$ cat src/design/gsig_pkg.sv
// ----------------------------------------------------------------------------
// gsig_pkg
// Shared widths, register indexes, command/status types and helpers for the
// grid strip index generator.
// ----------------------------------------------------------------------------
package gsig_pkg;

    localparam int MAX_MAP     = 1024;
    localparam int MAX_SQUARES = 5;

    localparam int CFG_W    = $clog2(MAX_MAP) + 1;      // map size register width
    localparam int CNT_W    = 3;                        // square count register width
    localparam int ORG_W    = $clog2(MAX_MAP);          // chunk origin width
    localparam int EXT_W    = $clog2(MAX_MAP) + 1;      // chunk extent width
    localparam int COORD_W  = EXT_W + 3;                // running grid coordinate
    localparam int SIDE_W   = EXT_W + 2;                // signed square side
    localparam int PT_W     = COORD_W + 2;              // signed grid point
    localparam int PROD_W   = PT_W + CFG_W + 1;
    localparam int IDX_W    = 22;
    localparam int POS_W    = 24;
    localparam int DIV_STEPS = EXT_W;
    localparam int DCNT_W   = $clog2(DIV_STEPS);

    localparam int IN_DATA_W  = 48;
    localparam int OUT_DATA_W = 48;

    // configuration register indexes
    localparam logic [1:0] CFG_MAP_WIDTH  = 2'd0;
    localparam logic [1:0] CFG_MAP_HEIGHT = 2'd1;
    localparam logic [1:0] CFG_SQUARES_X  = 2'd2;
    localparam logic [1:0] CFG_SQUARES_Y  = 2'd3;

    // which corner of the current square an index refers to
    typedef enum logic [1:0] {
        K_FIRST = 2'd0,
        K_LEAD  = 2'd1,
        K_P1    = 2'd2,
        K_P2    = 2'd3
    } t_kind;

    typedef struct packed {
        logic  load;
        logic  div_step;
        logic  emit;
        t_kind kind;
        logic  odd;
        logic  last;
        logic  step_sq;
        logic  step_row;
    } t_cmd;

    typedef struct packed {
        logic adv;
    } t_sts;

    function automatic logic [CNT_W-1:0] clamp_count(input logic [CNT_W-1:0] n);
        logic [CNT_W-1:0] r;
        if (n == '0) begin
            r = CNT_W'(1);
        end else if (n > CNT_W'(MAX_SQUARES)) begin
            r = CNT_W'(MAX_SQUARES);
        end else begin
            r = n;
        end
        return r;
    endfunction

endpackage

$ cat src/design/gsig_div.sv
// ----------------------------------------------------------------------------
// gsig_div
// Restoring divider, one quotient bit per step, for a chunk extent over a
// small square count.
// ----------------------------------------------------------------------------
module gsig_div (
    input  logic                       i_clk,
    input  logic                       i_start,
    input  logic                       i_step,
    input  logic [gsig_pkg::EXT_W-1:0] i_dividend,
    input  logic [gsig_pkg::CNT_W-1:0] i_divisor,
    output logic [gsig_pkg::EXT_W-1:0] o_quot
);
    import gsig_pkg::*;

    logic [EXT_W-1:0] r_shift;
    logic [CNT_W-1:0] r_rem;
    logic [CNT_W:0]   w_trial;
    logic             w_fit;
    logic [CNT_W:0]   w_diff;

    assign w_trial = {r_rem, r_shift[EXT_W-1]};
    assign w_fit   = w_trial >= {1'b0, i_divisor};
    assign w_diff  = w_trial - {1'b0, i_divisor};

    // shift register holds remaining dividend bits and collects quotient bits
    always_ff @(posedge i_clk) begin
        if (i_start) begin
            r_shift <= i_dividend;
            r_rem   <= '0;
        end else if (i_step) begin
            r_shift <= {r_shift[EXT_W-2:0], w_fit};
            r_rem   <= w_fit ? w_diff[CNT_W-1:0] : w_trial[CNT_W-1:0];
        end
    end

    assign o_quot = r_shift;

endmodule

$ cat src/design/gsig_datapath.sv
// ----------------------------------------------------------------------------
// gsig_datapath
// Square geometry, edge shrink, index arithmetic pipeline and buffer slot
// counter.
// ----------------------------------------------------------------------------
module gsig_datapath (
    input  logic                        i_clk,
    input  logic                        i_rst_n,
    input  gsig_pkg::t_cmd              i_cmd,
    output gsig_pkg::t_sts              o_sts,
    input  logic [gsig_pkg::ORG_W-1:0]  i_chunk_x,
    input  logic [gsig_pkg::ORG_W-1:0]  i_chunk_y,
    input  logic [gsig_pkg::EXT_W-1:0]  i_chunk_w,
    input  logic [gsig_pkg::EXT_W-1:0]  i_chunk_h,
    input  logic [gsig_pkg::CFG_W-1:0]  i_map_width,
    input  logic [gsig_pkg::CFG_W-1:0]  i_map_height,
    input  logic [gsig_pkg::CNT_W-1:0]  i_squares_x,
    input  logic [gsig_pkg::CNT_W-1:0]  i_squares_y,
    output logic                        o_valid,
    input  logic                        i_ready,
    output logic signed [gsig_pkg::IDX_W-1:0] o_vertex_index,
    output logic [gsig_pkg::POS_W-1:0]  o_position,
    output logic                        o_last
);
    import gsig_pkg::*;

    logic [EXT_W-1:0]   w_qx, w_qy, w_xs0, w_ys0;
    logic [COORD_W-1:0] r_xp, r_yp, n_xp, n_yp;
    logic [COORD_W:0]   w_xsum, w_ysum;
    logic               w_edge_x, w_edge_y;
    logic signed [SIDE_W-1:0] w_xs, w_ys;
    logic signed [PT_W-1:0]   w_x_near, w_x_far, w_y_near, w_y_far, w_col, w_row;
    logic               w_adv;
    logic [POS_W-1:0]   r_fill;

    logic                     r_a_valid, r_b_valid, r_c_valid;
    logic signed [PT_W-1:0]   r_a_col, r_a_row, r_b_row;
    logic [POS_W-1:0]         r_a_pos, r_b_pos, r_c_pos;
    logic                     r_a_last, r_b_last, r_c_last;
    logic signed [PROD_W-1:0] w_prod;
    logic [IDX_W-1:0]         r_b_prod;
    logic signed [IDX_W-1:0]  r_c_idx;

    gsig_div u_div_x (
        .i_clk      (i_clk),
        .i_start    (i_cmd.load),
        .i_step     (i_cmd.div_step),
        .i_dividend (i_chunk_w),
        .i_divisor  (clamp_count(i_squares_x)),
        .o_quot     (w_qx)
    );

    gsig_div u_div_y (
        .i_clk      (i_clk),
        .i_start    (i_cmd.load),
        .i_step     (i_cmd.div_step),
        .i_dividend (i_chunk_h),
        .i_divisor  (clamp_count(i_squares_y)),
        .o_quot     (w_qy)
    );

    // nominal square side is at least one; at the map edge it drops to q-1
    assign w_xs0    = (w_qx == '0) ? EXT_W'(1) : w_qx;
    assign w_ys0    = (w_qy == '0) ? EXT_W'(1) : w_qy;
    assign w_xsum   = {1'b0, r_xp} + (COORD_W+1)'(w_xs0);
    assign w_ysum   = {1'b0, r_yp} + (COORD_W+1)'(w_ys0);
    assign w_edge_x = w_xsum >= (COORD_W+1)'(i_map_width);
    assign w_edge_y = w_ysum >= (COORD_W+1)'(i_map_height);
    assign w_xs = w_edge_x ? $signed({2'b00, w_qx}) - SIDE_W'(1) : $signed({2'b00, w_xs0});
    assign w_ys = w_edge_y ? $signed({2'b00, w_qy}) - SIDE_W'(1) : $signed({2'b00, w_ys0});

    assign w_x_near = $signed({2'b00, r_xp});
    assign w_y_near = $signed({2'b00, r_yp});
    assign w_x_far  = w_x_near + PT_W'(w_xs);
    assign w_y_far  = w_y_near + PT_W'(w_ys);

    always_comb begin
        unique case (i_cmd.kind)
            K_FIRST: begin
                w_col = w_x_near;
                w_row = w_y_near;
            end
            K_LEAD: begin
                w_col = w_x_far;
                w_row = i_cmd.odd ? w_y_far : w_y_near;
            end
            K_P1: begin
                w_col = w_x_near;
                w_row = i_cmd.odd ? w_y_near : w_y_far;
            end
            K_P2: begin
                w_col = w_x_far;
                w_row = i_cmd.odd ? w_y_near : w_y_far;
            end
            default: begin
                w_col = w_x_near;
                w_row = w_y_near;
            end
        endcase
    end

    // serpentine walk: rows advance x, squares move y up on even rows, down on odd
    always_comb begin
        n_xp = r_xp;
        n_yp = r_yp;
        if (i_cmd.load) begin
            n_xp = COORD_W'(i_chunk_x);
            n_yp = COORD_W'(i_chunk_y);
        end else if (i_cmd.emit && i_cmd.step_row) begin
            n_xp = r_xp + COORD_W'(w_xs0);
        end else if (i_cmd.emit && i_cmd.step_sq) begin
            n_yp = i_cmd.odd ? r_yp - COORD_W'(w_ys0) : r_yp + COORD_W'(w_ys0);
        end
    end

    always_ff @(posedge i_clk) begin
        r_xp <= n_xp;
        r_yp <= n_yp;
    end

    // whole pipe moves together when the output register is free or taken
    assign w_adv     = !r_c_valid || i_ready;
    assign o_sts.adv = w_adv;
    assign w_prod    = r_a_col * $signed({1'b0, i_map_height});

    always_ff @(posedge i_clk) begin
        if (!i_rst_n) begin
            r_a_valid <= 1'b0;
            r_b_valid <= 1'b0;
            r_c_valid <= 1'b0;
            r_fill    <= '0;
        end else if (w_adv) begin
            r_a_valid <= i_cmd.emit;
            r_b_valid <= r_a_valid;
            r_c_valid <= r_b_valid;
            if (i_cmd.emit) begin
                r_fill <= r_fill + POS_W'(1);
            end
        end
    end

    always_ff @(posedge i_clk) begin
        if (w_adv) begin
            r_a_col  <= w_col;
            r_a_row  <= w_row;
            r_a_pos  <= r_fill;
            r_a_last <= i_cmd.last;
            r_b_prod <= w_prod[IDX_W-1:0];
            r_b_row  <= r_a_row;
            r_b_pos  <= r_a_pos;
            r_b_last <= r_a_last;
            r_c_idx  <= $signed(r_b_prod) + IDX_W'(r_b_row);
            r_c_pos  <= r_b_pos;
            r_c_last <= r_b_last;
        end
    end

    assign o_valid        = r_c_valid;
    assign o_vertex_index = r_c_idx;
    assign o_position     = r_c_pos;
    assign o_last         = r_c_last;

endmodule

$ cat src/design/gsig_ctrl.sv
// ----------------------------------------------------------------------------
// gsig_ctrl
// Sequencer: accepts a chunk, runs the divide, then walks rows and squares
// issuing one index per cycle while the datapath pipe advances.
// ----------------------------------------------------------------------------
module gsig_ctrl (
    input  logic                       i_clk,
    input  logic                       i_rst_n,
    input  logic                       i_valid,
    output logic                       o_ready,
    input  logic [gsig_pkg::CNT_W-1:0] i_squares_x,
    input  logic [gsig_pkg::CNT_W-1:0] i_squares_y,
    input  gsig_pkg::t_sts             i_sts,
    output gsig_pkg::t_cmd             o_cmd
);
    import gsig_pkg::*;

    typedef enum logic [2:0] {
        ST_IDLE = 3'b001,
        ST_DIV  = 3'b010,
        ST_EMIT = 3'b100
    } t_state;

    t_state           r_state, n_state;
    logic [DCNT_W-1:0] r_cnt, n_cnt;
    logic [CNT_W-1:0] r_i, n_i, r_j, n_j;
    t_kind            r_kind, n_kind;
    logic [CNT_W-1:0] w_nx, w_ny;

    assign w_nx = clamp_count(i_squares_x);
    assign w_ny = clamp_count(i_squares_y);

    always_comb begin
        n_state = r_state;
        n_cnt   = r_cnt;
        n_i     = r_i;
        n_j     = r_j;
        n_kind  = r_kind;
        o_cmd          = '0;
        o_cmd.kind     = r_kind;
        o_cmd.odd      = r_i[0];
        unique case (r_state)
            ST_IDLE: begin
                if (i_valid) begin
                    o_cmd.load = 1'b1;
                    n_cnt      = '0;
                    n_state    = ST_DIV;
                end
            end
            ST_DIV: begin
                o_cmd.div_step = 1'b1;
                n_cnt          = r_cnt + DCNT_W'(1);
                if (r_cnt == DCNT_W'(DIV_STEPS - 1)) begin
                    n_state = ST_EMIT;
                    n_kind  = K_FIRST;
                    n_i     = '0;
                    n_j     = '0;
                end
            end
            ST_EMIT: begin
                if (i_sts.adv) begin
                    o_cmd.emit = 1'b1;
                    unique case (r_kind)
                        K_FIRST: n_kind = K_LEAD;
                        K_LEAD:  n_kind = K_P1;
                        K_P1:    n_kind = K_P2;
                        K_P2: begin
                            if (r_j == w_ny - CNT_W'(1)) begin
                                if (r_i == w_nx - CNT_W'(1)) begin
                                    o_cmd.last = 1'b1;
                                    n_state    = ST_IDLE;
                                end else begin
                                    o_cmd.step_row = 1'b1;
                                    n_i    = r_i + CNT_W'(1);
                                    n_j    = '0;
                                    n_kind = K_LEAD;
                                end
                            end else begin
                                o_cmd.step_sq = 1'b1;
                                n_j    = r_j + CNT_W'(1);
                                n_kind = K_P1;
                            end
                        end
                        default: n_kind = K_FIRST;
                    endcase
                end
            end
            default: n_state = ST_IDLE;
        endcase
    end

    always_ff @(posedge i_clk) begin
        if (!i_rst_n) begin
            r_state <= ST_IDLE;
            r_cnt   <= '0;
            r_i     <= '0;
            r_j     <= '0;
            r_kind  <= K_FIRST;
        end else begin
            r_state <= n_state;
            r_cnt   <= n_cnt;
            r_i     <= n_i;
            r_j     <= n_j;
            r_kind  <= n_kind;
        end
    end

    assign o_ready = (r_state == ST_IDLE);

endmodule

$ cat src/design/grid_strip_index_generator.sv
// ----------------------------------------------------------------------------
// grid_strip_index_generator
// Triangle-strip vertex indices for one heightmap chunk per request.
// ----------------------------------------------------------------------------
// A chunk request yields N = 1 + nx*(2*ny+1) indices (at most 56): a load,
// then the bit-serial dividers size the squares, then the sequencer issues
// one index per cycle while the output is not stalled. The next request is
// taken as soon as the last index is issued; the last three indices drain
// through the index pipeline while the next divide runs. Output backpressure
// stalls the whole index pipeline. The buffer slot counter runs across
// chunks and wraps at 2^24.
module grid_strip_index_generator (
    input  logic                                i_clk,
    input  logic                                i_rst_n,
    // chunk_x[9:0], chunk_y[19:10], chunk_w[30:20], chunk_h[41:31], zero pad
    input  logic                                i_s_tvalid,
    output logic                                o_s_tready,
    input  logic [gsig_pkg::IN_DATA_W-1:0]      i_s_tdata,
    // vertex_index[21:0], position[45:22], zero pad
    output logic                                o_m_tvalid,
    input  logic                                i_m_tready,
    output logic [gsig_pkg::OUT_DATA_W-1:0]     o_m_tdata,
    output logic                                o_m_tlast,
    input  logic                                i_cfg_we,
    input  logic [1:0]                          i_cfg_addr,
    input  logic [gsig_pkg::CFG_W-1:0]          i_cfg_data
);
    import gsig_pkg::*;

    logic [CFG_W-1:0] r_map_width, r_map_height;
    logic [CNT_W-1:0] r_squares_x, r_squares_y;
    t_cmd             w_cmd;
    t_sts             w_sts;
    logic signed [IDX_W-1:0] w_idx;
    logic [POS_W-1:0] w_pos;

    always_ff @(posedge i_clk) begin
        if (!i_rst_n) begin
            r_map_width  <= CFG_W'(MAX_MAP);
            r_map_height <= CFG_W'(MAX_MAP);
            r_squares_x  <= CNT_W'(4);
            r_squares_y  <= CNT_W'(4);
        end else if (i_cfg_we) begin
            unique case (i_cfg_addr)
                CFG_MAP_WIDTH:  r_map_width  <= i_cfg_data;
                CFG_MAP_HEIGHT: r_map_height <= i_cfg_data;
                CFG_SQUARES_X:  r_squares_x  <= i_cfg_data[CNT_W-1:0];
                CFG_SQUARES_Y:  r_squares_y  <= i_cfg_data[CNT_W-1:0];
                default: ;
            endcase
        end
    end

    gsig_ctrl u_ctrl (
        .i_clk       (i_clk),
        .i_rst_n     (i_rst_n),
        .i_valid     (i_s_tvalid),
        .o_ready     (o_s_tready),
        .i_squares_x (r_squares_x),
        .i_squares_y (r_squares_y),
        .i_sts       (w_sts),
        .o_cmd       (w_cmd)
    );

    gsig_datapath u_dp (
        .i_clk          (i_clk),
        .i_rst_n        (i_rst_n),
        .i_cmd          (w_cmd),
        .o_sts          (w_sts),
        .i_chunk_x      (i_s_tdata[ORG_W-1:0]),
        .i_chunk_y      (i_s_tdata[2*ORG_W-1:ORG_W]),
        .i_chunk_w      (i_s_tdata[2*ORG_W+EXT_W-1:2*ORG_W]),
        .i_chunk_h      (i_s_tdata[2*ORG_W+2*EXT_W-1:2*ORG_W+EXT_W]),
        .i_map_width    (r_map_width),
        .i_map_height   (r_map_height),
        .i_squares_x    (r_squares_x),
        .i_squares_y    (r_squares_y),
        .o_valid        (o_m_tvalid),
        .i_ready        (i_m_tready),
        .o_vertex_index (w_idx),
        .o_position     (w_pos),
        .o_last         (o_m_tlast)
    );

    assign o_m_tdata = {(OUT_DATA_W-IDX_W-POS_W)'(0), w_pos, w_idx};

endmodule

$ cat config.mk
export PLATFORM = sky130hd
export DESIGN_NAME = grid_strip_index_generator
export DESIGN_NICKNAME = d
export VERILOG_FILES = /design/src/design/gsig_pkg.sv /design/src/design/gsig_div.sv /design/src/design/gsig_datapath.sv /design/src/design/gsig_ctrl.sv /design/src/design/grid_strip_index_generator.sv
export SDC_FILE = /design/constraint.sdc
export NUM_CORES = 1
export LEC_CHECK = 0
export BUFFER_PORTS_ARGS = -buffer_cell sky130_fd_sc_hd__buf_2
export CELL_PAD_IN_SITES_DETAIL_PLACEMENT = 1
export CELL_PAD_IN_SITES_GLOBAL_PLACEMENT = 1
export CORE_MARGIN = 2
export CORE_UTILIZATION = 54
export DETAILED_ROUTE_END_ITERATION = 6
export HOLD_SLACK_MARGIN = 0.15
export PLACE_DENSITY = 0.95
export SLEW_MARGIN = 30
export SYNTH_ARGS = -nofsm -noshare
export SYNTH_HDL_FRONTEND = slang
export SYNTH_HIERARCHICAL = 1
export SYNTH_SLANG_ARGS = --single-unit
$ cat constraint.sdc
create_clock -name i_clk -period 10.8 [get_ports i_clk]
set_input_delay 2.16 -clock i_clk [delete_from_list [all_inputs] [get_ports i_clk]]
set_output_delay 2.16 -clock i_clk [all_outputs]
set_load 0.01 [all_outputs]
==> summary by stage <==
Run status
The run finished with clean final reports.

Place
The half-perimeter wire length after detailed placement is 43870 um. Counting tap cells, the placed design contains a total of 2641 instances. The congestion estimate from routability-driven global placement came to 0.8858. Once placement finished, the instance area stood at around 22000 um2. The count of input and output buffers is 108.

Drt
Across all layers, the routed design uses ~16000 vias. In this run the remaining antenna-violating nets after routing total 0. The via density per instance is 5.883.

The detailed-route wire length per cell is 21.46 um. The routed design has 58020 um of wire. In this run, the number of DRC markers left after iteration 0 of detailed routing was slightly above 800.

The count of unresolved DRC violations after routing is 0. The number of detailed-route iterations in the first pass is 5.

Clock network
The hold buffer count at CTS is 0. The tree built by TritonCTS fans out to 293 sinks. The buffer levels on the longest clock path is 3. CTS placed an instance of clkbuf_16 at the clock tree root. Once the clock tree was built, the setup fixing pass inserted 0 buffers. After clock tree synthesis, the clock-pin slew on the worst setup and hold paths is 60 ps. The number of gates given a new drive strength after cts is 0. The source-to-sink clock delay at the later pin of the worst-skew pair is 560 ps. TritonCTS built the clock tree. TritonCTS created 34 clock buffers.

The clock tree synthesis step divided the H-tree into 2 levels.

Synth
In the post-synthesis netlist, the biggest area contributors are edfxtp_1, fa_1, ha_1. The most common flop cell mapped by yosys is edfxtp_1. The post-synthesis cell area is ~22000 um2. For this run, the register share of the synthesized area comes to 0.3699. Of all flip-flops after synthesis, the portion carrying an async set or reset was 0. Of all cell types, the one taking the most synthesized area is edfxtp_1. The fraction of the mapped netlist area in compound gates came to 0.09859. The number of distinct library cells after synthesis is 100. The share of synthesized area spent on multiplexers is 0.04037. Of the total synthesized cell area, the portion taken by full adders, half adders and majority gates is 0.2220. The commonest cells after synthesis are inv_1, nand2_1, edfxtp_1. Of the total synthesized cell area, the portion taken by AND, OR, NAND and NOR gates is 0.1506.

The most frequent cell after synthesis is inv_1. The share of synthesized area in the top cell type comes to 0.2917. By area, the combinational part of the netlist is dominated by adder cells.

Yosys mapped a number of flops with a built-in enable equal to 209. Of the total synthesized cell area, the portion taken by XOR and XNOR cells is 0.06264. The Yosys step of the flow raised 6 warnings. The average cell area after synthesis is 10.32 um2. The register bit count reported by yosys is 293. After technology mapping, the gate count stands at between 2000 and 2500.

Critical path
On the worst path, the slowest cell contributes a delay of 640 ps. The startpoint type of the worst setup path is a register. The cell count of the worst reg-to-reg path is 33. Among the stages of the critical path, the cell type that occurs most often is nand2_1. The capture point of the critical path is u_dp/r_a_col[14]. Along the worst path, the maximum fanout reaches 12. The launch point of the critical path is u_dp/u_div_x/o_quot[3]. Grouping stages by cell kind, the critical path spends the most delay in simple AND/OR/NAND/NOR gates. The total stage count of the critical path is 33.

STA classifies the critical path endpoint as a register. The path type of the worst setup path is register to register. The setup slack on the worst flop-to-flop path is 2200 ps. The required time of the critical path is 11110 ps. The data arrival time of the critical path is 8920 ps. The cell at the slowest stage of the critical path is or4_1.

Counting both buffers and inverters, the worst setup path holds a total of 2. The critical register-to-register path startpoint is u_dp/u_div_x/o_quot[3]. In this run the critical register-to-register path is captured at u_dp/r_a_col[14].

Final layout
After the last flow step, the layout net total stands at ~2500. The ratio of cells with drive above 1 in the final layout is 0.1139. The final standard cell utilization of the core is 0.5930.

The finished layout holds 2703 standard cells, fillers aside. The area added between synthesis and finish is 9.021%. With fillers left out, the area of the finished cells amounts to between 20000 and 25000 um2. The count of inserted antenna diode cells is 0.

Job
The tool flagged a number of max-cap violations equal to 0.

Die
The core region is just under 40000 um2. The number of rows created at floorplan is 73. In this run the horizontal extent of the chip is 203.6 um.

The height of the die is 203.6 um. Pin placement for this block handled approximately 120 I/O pins. The effective utilization at floorplan is 0.5439. The area enclosed by the die boundary is just over 40000 um2.

Global route
The number of global-route vias before repair is 17780. The overflow left after global routing is 0. The initial antenna violation count is 0. The largest net degree at the start of global routing is 93.

The global-route usage over all layers is 0.2849. The wire length of the first global-routing pass is 93160 um.

Power
For this design the static power due to leakage is 10.18 nW. Summing internal, switching and leakage power gives 4.462 mW. The worst-case IR drop observed on VDD is 118.1 uV. The power per standard cell area is roughly 190 nW/um2.

STA
The slew at the pin closest to its max-slew limit is 911.1 ps. The fraction of the cycle the final worst path needs is 0.7965. The total count of hold-check failures in the final report is 0.

Setup violations remaining at the end of the flow were counted as 0. Setup repair after global routing left no endpoint under its margin. Summed over all failing endpoints, the final setup total negative slack is 0 ps. The routed design could run at a clock period as short as 8602 ps. The clock tree skew after final layout is 37.37 ps.

The timing-limited maximum frequency is ~0.12 GHz. The final number of max-transition violations is 0. The worst slew margin relative to its limit is 0.3926.

Hold path
The worst min-delay path class is register to register. The hold path startpoint is u_dp/r_a_row[13].
layer usage:
metal  routed length (um)  GRT usage
met3                 2349    0.04155
met2                30440     0.5279
met1                22670     0.3234
met5                    0          0
met4                 2554     0.1290
cell families (layout without fill, tap and decap cells):
group | after synthesis | after routing
flops | 293 | 293
xor+xnor | 153 | 153
other cells | 1 | 2
fa+ha+maj | 302 | 302
mux | 81 | 81
compound gates | 325 | 325
buf+inv | 305 | 397
simple gates | 625 | 625
placed cells by master (no fill, tap or decap), types with 15 or more instances in the layout:
master	count
dfxtp_1	83
nand2_1	217
xnor2_1	115
nand3_1	41
mux2i_1	34
a21oi_1	98
nor2_1	79
nor2b_1	26
mux2_2	44
a21o_1	26
ha_1	168
a31oi_1	15
clkbuf_16	36
and3_1	18
o21ai_1	16
edfxtp_1	209
fa_1	133
o21ai_0	50
buf_2	108
nand2b_1	20
xor2_1	37
o21a_1	18
and2_1	105
a211oi_1	15
inv_1	217
nor3_1	29
where the power goes:
group / internal (mW) / switching (mW)
sequential: 1.40 / 0.165
combinational: 0.755 / 1.05
clock: 0.630 / 0.464
total: 2.78 / 1.68
sequential cells by signal, summed over array words and instances, names as in the netlist, 4 cells and up:
register	cells
u_dp/o_position	24
u_dp/r_a_pos	24
u_dp/r_b_pos	24
u_dp/r_fill	24
u_dp/o_vertex_index	22
u_dp/r_b_prod	22
u_dp/r_a_col	16
u_dp/r_a_row	16
u_dp/r_b_row	16
u_dp/r_xp	14
u_dp/r_yp	14
r_map_height	11
r_map_width	11
u_dp/u_div_x/o_quot	11
u_dp/u_div_y/o_quot	11
u_ctrl/r_cnt	4
worst min-delay path by stage:
stage                                   to  slack, ps  depth (start not counted)
final                     u_dp/r_b_row[13]        410                          0
after floorplan                u_dp/o_last        400                          0
after detailed placement  u_dp/r_b_row[13]        410                          0
after global routing      u_dp/r_b_row[13]        410                          0
after global placement    u_dp/r_b_pos[17]        400                          0
after CTS                 u_dp/r_b_row[13]        410                          0
final cells by class:
type                       instances  area, um2
clock buffer                      52      980.9
timing repair buffer             114      589.3
multi-input combinational       1488      12360
sequential                       293       7959
tap                              525      656.9
inverter                         221      835.8
fill                            4310      16100
clock inverter                    10      67.56
metrics by stage:
step | hold WS [ps] | setup slack [ps]
after global routing | 414.4 | 1938
after CTS | 408.9 | 2349
after detailed placement | 406.1 | 2528
final | 409.0 | 2198
after global placement | 400.0 | 3029
after floorplan | 400.3 | 3846
Note: power is estimated with default switching activity, not from simulation.
